### src/design/smx_pkg.sv
// smx_pkg: shared types, sizes and codes of the stack machine executor
// used by every module of the block and by its port checker
`default_nettype none

package smx_pkg;

    localparam int STACK_DEPTH = 64;
    localparam int DATA_W      = 32;
    localparam int CMD_W       = 3;
    localparam int CNT_W       = 7;
    localparam int IDX_W       = (STACK_DEPTH > 1) ? $clog2(STACK_DEPTH) : 1;
    localparam int SUM_W       = CNT_W + 1;

    typedef logic signed [DATA_W-1:0] data_t;
    typedef logic [CMD_W-1:0]         cmd_t;
    typedef logic [1:0]               kind_t;
    typedef logic [1:0]               status_t;
    typedef logic [CNT_W-1:0]         count_t;
    typedef logic [IDX_W-1:0]         idx_t;
    typedef logic [1:0]               shift_t;

    localparam cmd_t CMD_PUSH = 3'd0;
    localparam cmd_t CMD_POP  = 3'd1;
    localparam cmd_t CMD_ADD  = 3'd2;
    localparam cmd_t CMD_PUTS = 3'd3;
    localparam cmd_t CMD_DUMP = 3'd4;
    localparam cmd_t CMD_DUP  = 3'd5;

    localparam kind_t KIND_ACK   = 2'd0;
    localparam kind_t KIND_TOP   = 2'd1;
    localparam kind_t KIND_ENTRY = 2'd2;
    localparam kind_t KIND_EMPTY = 2'd3;

    localparam status_t STAT_OK      = 2'd0;
    localparam status_t STAT_UNDER   = 2'd1;
    localparam status_t STAT_OVER    = 2'd2;
    localparam status_t STAT_UNKNOWN = 2'd3;

    // chain moves: toward the tail (push side) or toward the head (pop side)
    localparam shift_t SH_HOLD = 2'd0;
    localparam shift_t SH_DOWN = 2'd1;
    localparam shift_t SH_UP   = 2'd2;

endpackage

`default_nettype wire

### src/design/smx_cell.sv
// smx_cell: one stack entry, loaded from either neighbor of the chain
// depends on smx_pkg
`default_nettype none

module smx_cell (
    input  wire             aclk,
    input  smx_pkg::shift_t op,
    input  smx_pkg::data_t  up_in,
    input  smx_pkg::data_t  down_in,
    output smx_pkg::data_t  q
);
    import smx_pkg::*;

    data_t q_reg;
    data_t q_next;

    always_comb begin
        q_next = q_reg;
        case (op)
            SH_DOWN: q_next = up_in;
            SH_UP:   q_next = down_in;
            default: q_next = q_reg;
        endcase
    end

    always_ff @(posedge aclk) begin
        q_reg <= q_next;
    end

    assign q = q_reg;

endmodule

`default_nettype wire

### src/design/smx_chain.sv
// smx_chain: row of smx_cell, cell 0 holds the top of the stack
// depends on smx_pkg and smx_cell
`default_nettype none

module smx_chain (
    input  wire             aclk,
    input  smx_pkg::shift_t op,
    input  smx_pkg::data_t  head_up,
    input  smx_pkg::data_t  head_down,
    output smx_pkg::data_t  top,
    output smx_pkg::data_t  second,
    output smx_pkg::data_t  tail
);
    import smx_pkg::*;

    data_t q [STACK_DEPTH];

    for (genvar i = 0; i < STACK_DEPTH; i++) begin : g_cell
        data_t up_in;
        data_t down_in;

        if (i == 0) begin : g_head
            assign up_in   = head_up;
            assign down_in = head_down;
        end else if (i == STACK_DEPTH - 1) begin : g_tail
            assign up_in   = q[i-1];
            assign down_in = q[i];
        end else begin : g_mid
            assign up_in   = q[i-1];
            assign down_in = q[i+1];
        end

        smx_cell u_cell (
            .aclk    (aclk),
            .op      (op),
            .up_in   (up_in),
            .down_in (down_in),
            .q       (q[i])
        );
    end

    assign top    = q[0];
    assign second = q[1];
    assign tail   = q[STACK_DEPTH-1];

endmodule

`default_nettype wire

### src/design/stack_machine_executor_core.sv
// stack_machine_executor_core: input buffer, command sequencer and result register
// around the cell chain; depends on smx_pkg and smx_chain
//
// Usage:
//   s_ channel takes one instruction per transaction (s_command, s_operand).
//   m_ channel gives the results (m_kind, m_value, m_status, m_last, m_depth);
//   m_last marks the final result of an instruction.
//   The stack lives in a chain of STACK_DEPTH cells with the top in cell 0;
//   push, pop, add, puts and dup shift the whole chain by one place at once.
//   An instruction waits in the input buffer, and its result in the result register.
//   Throughput: one instruction per cycle for everything but dump, while m_ready stays high.
//   A non-empty dump rotates the chain through all STACK_DEPTH cells,
//   sending the tail cell out when it holds a live entry, and occupies the
//   sequencer until the rotation ends, longer when the output stalls.
//   A one-entry input buffer takes the next instruction while a result
//   waits or a dump runs.
//   When m_ready is low the result register holds and the sequencer waits;
//   the chain does not move until the pending result is taken.
//   Reset empties the stack and drops any buffered instruction or result.
`default_nettype none

module stack_machine_executor_core (
    input  wire               aclk,
    input  wire               aresetn,
    input  wire               s_valid,
    output logic              s_ready,
    input  smx_pkg::cmd_t     s_command,
    input  smx_pkg::data_t    s_operand,
    output logic              m_valid,
    input  wire               m_ready,
    output smx_pkg::kind_t    m_kind,
    output smx_pkg::data_t    m_value,
    output smx_pkg::status_t  m_status,
    output logic              m_last,
    output smx_pkg::count_t   m_depth
);
    import smx_pkg::*;

    localparam logic ST_IDLE = 1'b0;
    localparam logic ST_DUMP = 1'b1;

    localparam count_t FULL_CNT  = CNT_W'(STACK_DEPTH);
    localparam idx_t   LAST_STEP = IDX_W'(STACK_DEPTH - 1);

    logic    state_reg,    state_next;
    logic    in_valid_reg, in_valid_next;
    cmd_t    cmd_reg;
    data_t   opnd_reg;
    count_t  count_reg,    count_next;
    idx_t    step_reg,     step_next;

    logic    m_valid_reg,  m_valid_next;
    kind_t   m_kind_reg,   m_kind_next;
    data_t   m_value_reg,  m_value_next;
    status_t m_status_reg, m_status_next;
    logic    m_last_reg,   m_last_next;
    count_t  m_depth_reg,  m_depth_next;

    shift_t  chain_op;
    data_t   head_up;
    data_t   head_down;
    data_t   top;
    data_t   second;
    data_t   tail;

    logic    out_free;
    logic    consume;
    logic    is_empty;
    logic    is_full;
    logic    dump_emit;

    smx_chain u_chain (
        .aclk      (aclk),
        .op        (chain_op),
        .head_up   (head_up),
        .head_down (head_down),
        .top       (top),
        .second    (second),
        .tail      (tail)
    );

    assign out_free  = !m_valid_reg || m_ready;
    assign consume   = in_valid_reg && (state_reg == ST_IDLE) && out_free;
    assign s_ready   = !in_valid_reg || ((state_reg == ST_IDLE) && out_free);
    assign is_empty  = (count_reg == '0);
    assign is_full   = (count_reg == FULL_CNT);
    // tail holds a live entry once enough of the dead cells have rotated past
    assign dump_emit = (SUM_W'(step_reg) + SUM_W'(count_reg)) >= SUM_W'(STACK_DEPTH);

    // rotation feeds the tail back to the head during dump
    assign head_up   = (state_reg == ST_DUMP) ? tail :
                       ((cmd_reg == CMD_DUP) ? top : opnd_reg);
    assign head_down = (cmd_reg == CMD_ADD) ? data_t'(top + second) : second;

    always_comb begin
        state_next    = state_reg;
        in_valid_next = in_valid_reg;
        count_next    = count_reg;
        step_next     = step_reg;
        chain_op      = SH_HOLD;
        m_valid_next  = m_valid_reg;
        m_kind_next   = m_kind_reg;
        m_value_next  = m_value_reg;
        m_status_next = m_status_reg;
        m_last_next   = m_last_reg;
        m_depth_next  = m_depth_reg;

        if (m_valid_reg && m_ready) begin
            m_valid_next = 1'b0;
        end

        if (consume) begin
            in_valid_next = 1'b0;
        end
        if (s_valid && s_ready) begin
            in_valid_next = 1'b1;
        end

        unique case (state_reg)
            ST_IDLE: begin
                if (consume) begin
                    m_valid_next  = 1'b1;
                    m_kind_next   = KIND_ACK;
                    m_value_next  = '0;
                    m_status_next = STAT_OK;
                    m_last_next   = 1'b1;
                    unique case (cmd_reg)
                        CMD_PUSH: begin
                            if (is_full) begin
                                m_status_next = STAT_OVER;
                            end else begin
                                chain_op   = SH_DOWN;
                                count_next = count_reg + 1'b1;
                            end
                        end
                        CMD_POP: begin
                            if (is_empty) begin
                                m_status_next = STAT_UNDER;
                            end else begin
                                chain_op   = SH_UP;
                                count_next = count_reg - 1'b1;
                            end
                        end
                        CMD_ADD: begin
                            if (count_reg < CNT_W'(2)) begin
                                m_status_next = STAT_UNDER;
                            end else begin
                                chain_op   = SH_UP;
                                count_next = count_reg - 1'b1;
                            end
                        end
                        CMD_PUTS: begin
                            if (is_empty) begin
                                m_status_next = STAT_UNDER;
                            end else begin
                                m_kind_next  = KIND_TOP;
                                m_value_next = top;
                                chain_op     = SH_UP;
                                count_next   = count_reg - 1'b1;
                            end
                        end
                        CMD_DUMP: begin
                            if (is_empty) begin
                                m_kind_next = KIND_EMPTY;
                            end else begin
                                m_valid_next = 1'b0;
                                state_next   = ST_DUMP;
                                step_next    = '0;
                            end
                        end
                        CMD_DUP: begin
                            if (is_empty) begin
                                m_status_next = STAT_UNDER;
                            end else if (is_full) begin
                                m_status_next = STAT_OVER;
                            end else begin
                                chain_op   = SH_DOWN;
                                count_next = count_reg + 1'b1;
                            end
                        end
                        default: begin
                            m_status_next = STAT_UNKNOWN;
                        end
                    endcase
                    m_depth_next = count_next;
                end
            end
            ST_DUMP: begin
                if (!dump_emit || out_free) begin
                    chain_op  = SH_DOWN;
                    step_next = idx_t'(step_reg + 1'b1);
                    if (dump_emit) begin
                        m_valid_next  = 1'b1;
                        m_kind_next   = KIND_ENTRY;
                        m_value_next  = tail;
                        m_status_next = STAT_OK;
                        m_last_next   = (step_reg == LAST_STEP);
                        m_depth_next  = count_reg;
                    end
                    if (step_reg == LAST_STEP) begin
                        state_next = ST_IDLE;
                    end
                end
            end
            default: begin
                state_next = ST_IDLE;
            end
        endcase
    end

    always_ff @(posedge aclk) begin
        if (!aresetn) begin
            state_reg    <= ST_IDLE;
            in_valid_reg <= 1'b0;
            count_reg    <= '0;
            step_reg     <= '0;
            m_valid_reg  <= 1'b0;
        end else begin
            state_reg    <= state_next;
            in_valid_reg <= in_valid_next;
            count_reg    <= count_next;
            step_reg     <= step_next;
            m_valid_reg  <= m_valid_next;
        end
    end

    always_ff @(posedge aclk) begin
        if (s_valid && s_ready) begin
            cmd_reg  <= s_command;
            opnd_reg <= s_operand;
        end
        m_kind_reg   <= m_kind_next;
        m_value_reg  <= m_value_next;
        m_status_reg <= m_status_next;
        m_last_reg   <= m_last_next;
        m_depth_reg  <= m_depth_next;
    end

    assign m_valid  = m_valid_reg;
    assign m_kind   = m_kind_reg;
    assign m_value  = m_value_reg;
    assign m_status = m_status_reg;
    assign m_last   = m_last_reg;
    assign m_depth  = m_depth_reg;

endmodule

`default_nettype wire

### config.mk
export PLATFORM = sky130hd
export DESIGN_NAME = stack_machine_executor_core
export DESIGN_NICKNAME = d
export VERILOG_FILES = /design/src/design/smx_pkg.sv /design/src/design/smx_cell.sv /design/src/design/smx_chain.sv /design/src/design/stack_machine_executor_core.sv
export SDC_FILE = /design/constraint.sdc
export NUM_CORES = 2
export LEC_CHECK = 0
export ABC_AREA = 1
export BUFFER_PORTS_ARGS = -buffer_cell sky130_fd_sc_hd__buf_2
export CAP_MARGIN = 20
export CORE_ASPECT_RATIO = 2
export CORE_MARGIN = 1
export CORE_UTILIZATION = 52
export CTS_CLUSTER_SIZE = 10
export DETAILED_ROUTE_END_ITERATION = 16
export GPL_TIMING_DRIVEN = 0
export MAX_ROUTING_LAYER = met4
export PLACE_DENSITY_LB_ADDON = 0.2
export SYNTH_ARGS = -nofsm -noshare
export SYNTH_HDL_FRONTEND = slang
export SYNTH_HIERARCHICAL = 1
export SYNTH_SLANG_ARGS = --single-unit
### constraint.sdc
create_clock -name aclk -period 5.6 [get_ports aclk]
set_clock_uncertainty 0.2 [all_clocks]
set_input_delay 1.12 -clock aclk [delete_from_list [all_inputs] [get_ports aclk]]
set_output_delay 1.12 -clock aclk [all_outputs]
set_load 0.02 [all_outputs]
==> flow_metrics.env <==
export IMPL_hold_class="in2reg"
export IMPL_fmax_mhz=219
export IMPL_async_flop_share_pct=0
export IMPL_start_util_pct=52.3
export IMPL_place_gp_congestion=1.23
export IMPL_maxCapViolCount=0
export IMPL_clkPwrFrac_pct=35.7
export IMPL_via_count=65700
export IMPL_wl_per_cell_um=19.9
export IMPL_synth_cell_types=46
export IMPL_leakagePower_nw=48.3
export IMPL_syn_num_nets=10100
export IMPL_firstDrtPassIters=6
export IMPL_nets=10400
export IMPL_ys_seq_area_share_pct=63.1
export IMPL_synth_ff_type="edfxtp_1"
export IMPL_post_route_cell_area_sq_um=113000
export IMPL_setup_viol_count_final=0
export IMPL_finalCriticalPeriod_ps=4560
export IMPL_multi_input_area_sq_um=29600
export IMPL_critPathKind="reg2reg"
export IMPL_ys_ff_latch=2143
export IMPL_cts_buffers=241
export IMPL_netlist_top_cells_area="edfxtp_1 (63%), nand2_1 (21%), nand2_2 (3.9%)"
export IMPL_final_cell_mix="nand2_1 (5819), edfxtp_1 (2127), nand2_2 (641)"
export IMPL_core_area_sq_um=194000
export IMPL_rows=229
export IMPL_clk_latency_ps=870
export IMPL_postSynthAreaPerCell_sq_um=10.3
export IMPL_postRouteAntennaNets=0
export IMPL_mostFrequentLayoutCell="nand2_1"
export IMPL_cts_sinks=2143
export IMPL_power_switching_mw=9.34
export IMPL_synthesis_area_sq_um=102000
export IMPL_drcViolationCount=0
export IMPL_end_kind="flip-flop"
export IMPL_antenna_found_initial=13
export IMPL_netlist_area_leader_share_pct=62.8
export IMPL_cts_setup_buffers=0
export IMPL_tightest_slew_ps=949
export IMPL_grt_use_total_pct=26.9
export IMPL_utilization_pct=58.4
export IMPL_relSlewSlack_pct=36.5
export IMPL_syn2layout_area_growth_pct=11.6
export IMPL_hpwlAfterDp_mm=199
export IMPL_root_buffer="clkbuf_16"
export IMPL_rsz0062_at_grt="false"
export IMPL_die_area_sq_um=197000
export IMPL_synth_edf_count=2127
export IMPL_cts_hold_buffers=0
export IMPL_status="complete, no violations"
export IMPL_grt_pass1_vias=68600
export IMPL_pwr_share_comb_pct=10.8
export IMPL_gr_total_overflow=0
export IMPL_synth_largest_area_cell="edfxtp_1"
export IMPL_p_int_mw=28.4
export IMPL_drv_slew=0
export IMPL_fillers=16600
export IMPL_cp_required_ps=5940
export IMPL_critPathArrivalTime_ps=4900
export IMPL_ctsResizeCount=0
export IMPL_hold_ws_ps=222
export IMPL_die_width_um=315
export IMPL_dpl_cell_area_sq_um=107000
export IMPL_cts_tree="done"
export IMPL_period_share_pct=81.5
export IMPL_largest_register_ffs=2048
export IMPL_ys_warnings_count=6
export IMPL_start_kind="flip-flop"
export IMPL_regArea_sq_um=64200
export IMPL_drt_total_wl_mm=257
export IMPL_grt_max_degree=35
export IMPL_vdd_ir_drop_max_v=0.000322
export IMPL_clkTransAtPathRegs_ps=60
export IMPL_drtIter0Drc=4311
export IMPL_pwr_share_seq_pct=53.5
export IMPL_hold_viol=0
export IMPL_io_pins=85
export IMPL_drive_above_1_share_pct=15.5
export IMPL_synthCells=9905
export IMPL_numPortBuffers=84
export IMPL_cts_buffer_depth=4
export IMPL_swShare_pct=24.7
export IMPL_cts_max_level=4
export IMPL_via_per_inst=5.10
export IMPL_grt_pass1_wl_mm=394
export IMPL_powerDensity_nw_per_um2=333
export IMPL_chipHeight_um=627
export IMPL_path_max_fanout=25
==> cells in the mapped netlist, types with 3 or more instances <==
library cell,number
a21oi_1,54
and2_1,3
buf_12,64
buf_2,9
buf_4,3
buf_6,194
clkbuf_1,14
clkbuf_8,192
dfxtp_1,16
edfxtp_1,2127
ha_1,104
inv_1,232
inv_2,9
inv_8,64
mux2i_1,32
nand2_1,5820
nand2_2,641
nand3_1,63
nand3b_1,8
nand4_1,15
nor2_1,59
nor2_2,3
nor2_4,4
nor3_1,14
nor3b_1,3
o21ai_0,105
o21ai_1,4
o21ai_2,4
o21bai_1,4
xnor2_1,11
xor2_1,7
==> logic make-up (layout without fill, tap and decap cells) <==
logic type                 count (synthesis)  in the layout  synth area share, %
and+or+nand+nor                         6642           6642                 26.4
DFF                                     2143           2143                 63.1
buffers and inverters                    782           1215                 7.73
AOI/OAI and AO/OA                        182            182                0.944
adders and majority gates                106            106                 1.32
other                                      0              9                    0
muxes                                     32             32                0.315
xor gates and xnor gates                  18             18                0.155
==> power by group through the flow <==
| stage | Combinational [mW] | Clock (mW) | Sequential (mW) |
|---|---|---|---|
| floorplan | 2.71 | 0 | 20.2 |
| finish | 4.07 | 13.5 | 20.2 |
| CTS | 4.08 | 13.8 | 20.2 |
| detailed placement | 4.06 | 0 | 20.5 |
| global placement | 3.62 | 0 | 20.5 |
| global route | 4.51 | 14.3 | 20.3 |
==> final timing paths <==
check                            start                                        to  slack (ps)  cells past startpoint
max          count_reg[1]$_SDFFE_PN0P_  u_chain/g_cell[12].u_cell/q[5]$_DFFE_PP_        1040                     12
min                      s_operand[30]                    opnd_reg[30]$_DFFE_PP_         220                      1
max reg2reg  count_reg[1]$_SDFFE_PN0P_  u_chain/g_cell[12].u_cell/q[5]$_DFFE_PP_        1040                     12
min reg2reg   step_reg[3]$_SDFFE_PN0P_                  step_reg[3]$_SDFFE_PN0P_         310                      2
==> critical path, stage by stage, from the launching register on <==
cell	delay, ps
dfxtp_1	630
inv_1	120
ha_1	290
nand4_4	160
nor2_4	60
o21ai_2	280
inv_1	160
nor2_4	720
buf_12	280
buf_12	230
ha_1	270
inv_1	540
buf_16	240
==> cell type report <==
cell class	instances	share of cell area, %
diodes	9	0.0199
plain buffers	477	5.49
clock buffers	270	5.43
clock inverters	10	0.0904
inverters	305	1.43
multi-input cells	6980	26.1
flip-flops and latches	2143	56.6
well taps	2541	2.80
repair buffers	153	2.02
==> through the flow <==
step	setup TNS, ps	cells	worst slack, ps	power [mW]
3_5_place_dp	0	12600	534	24.6
6_report	0	12900	1040	37.8
5_1_grt	0	12900	864	39.1
2_1_floorplan	0	9905	522	22.9
4_1_cts	0	12900	805	38.1
3_3_place_gp	-6921050	12500	-2450	24.1
==> metal layers <==
layer	track usage, %	routed length (um)	vias to the layer above
met1	24.3	83600	30800
met4	16.0	17800	0
met2	51.4	143000	1681
met5	-	0	-
li1	-	-	32600
met3	4.53	12500	709
(Power assumes the default switching activity.)
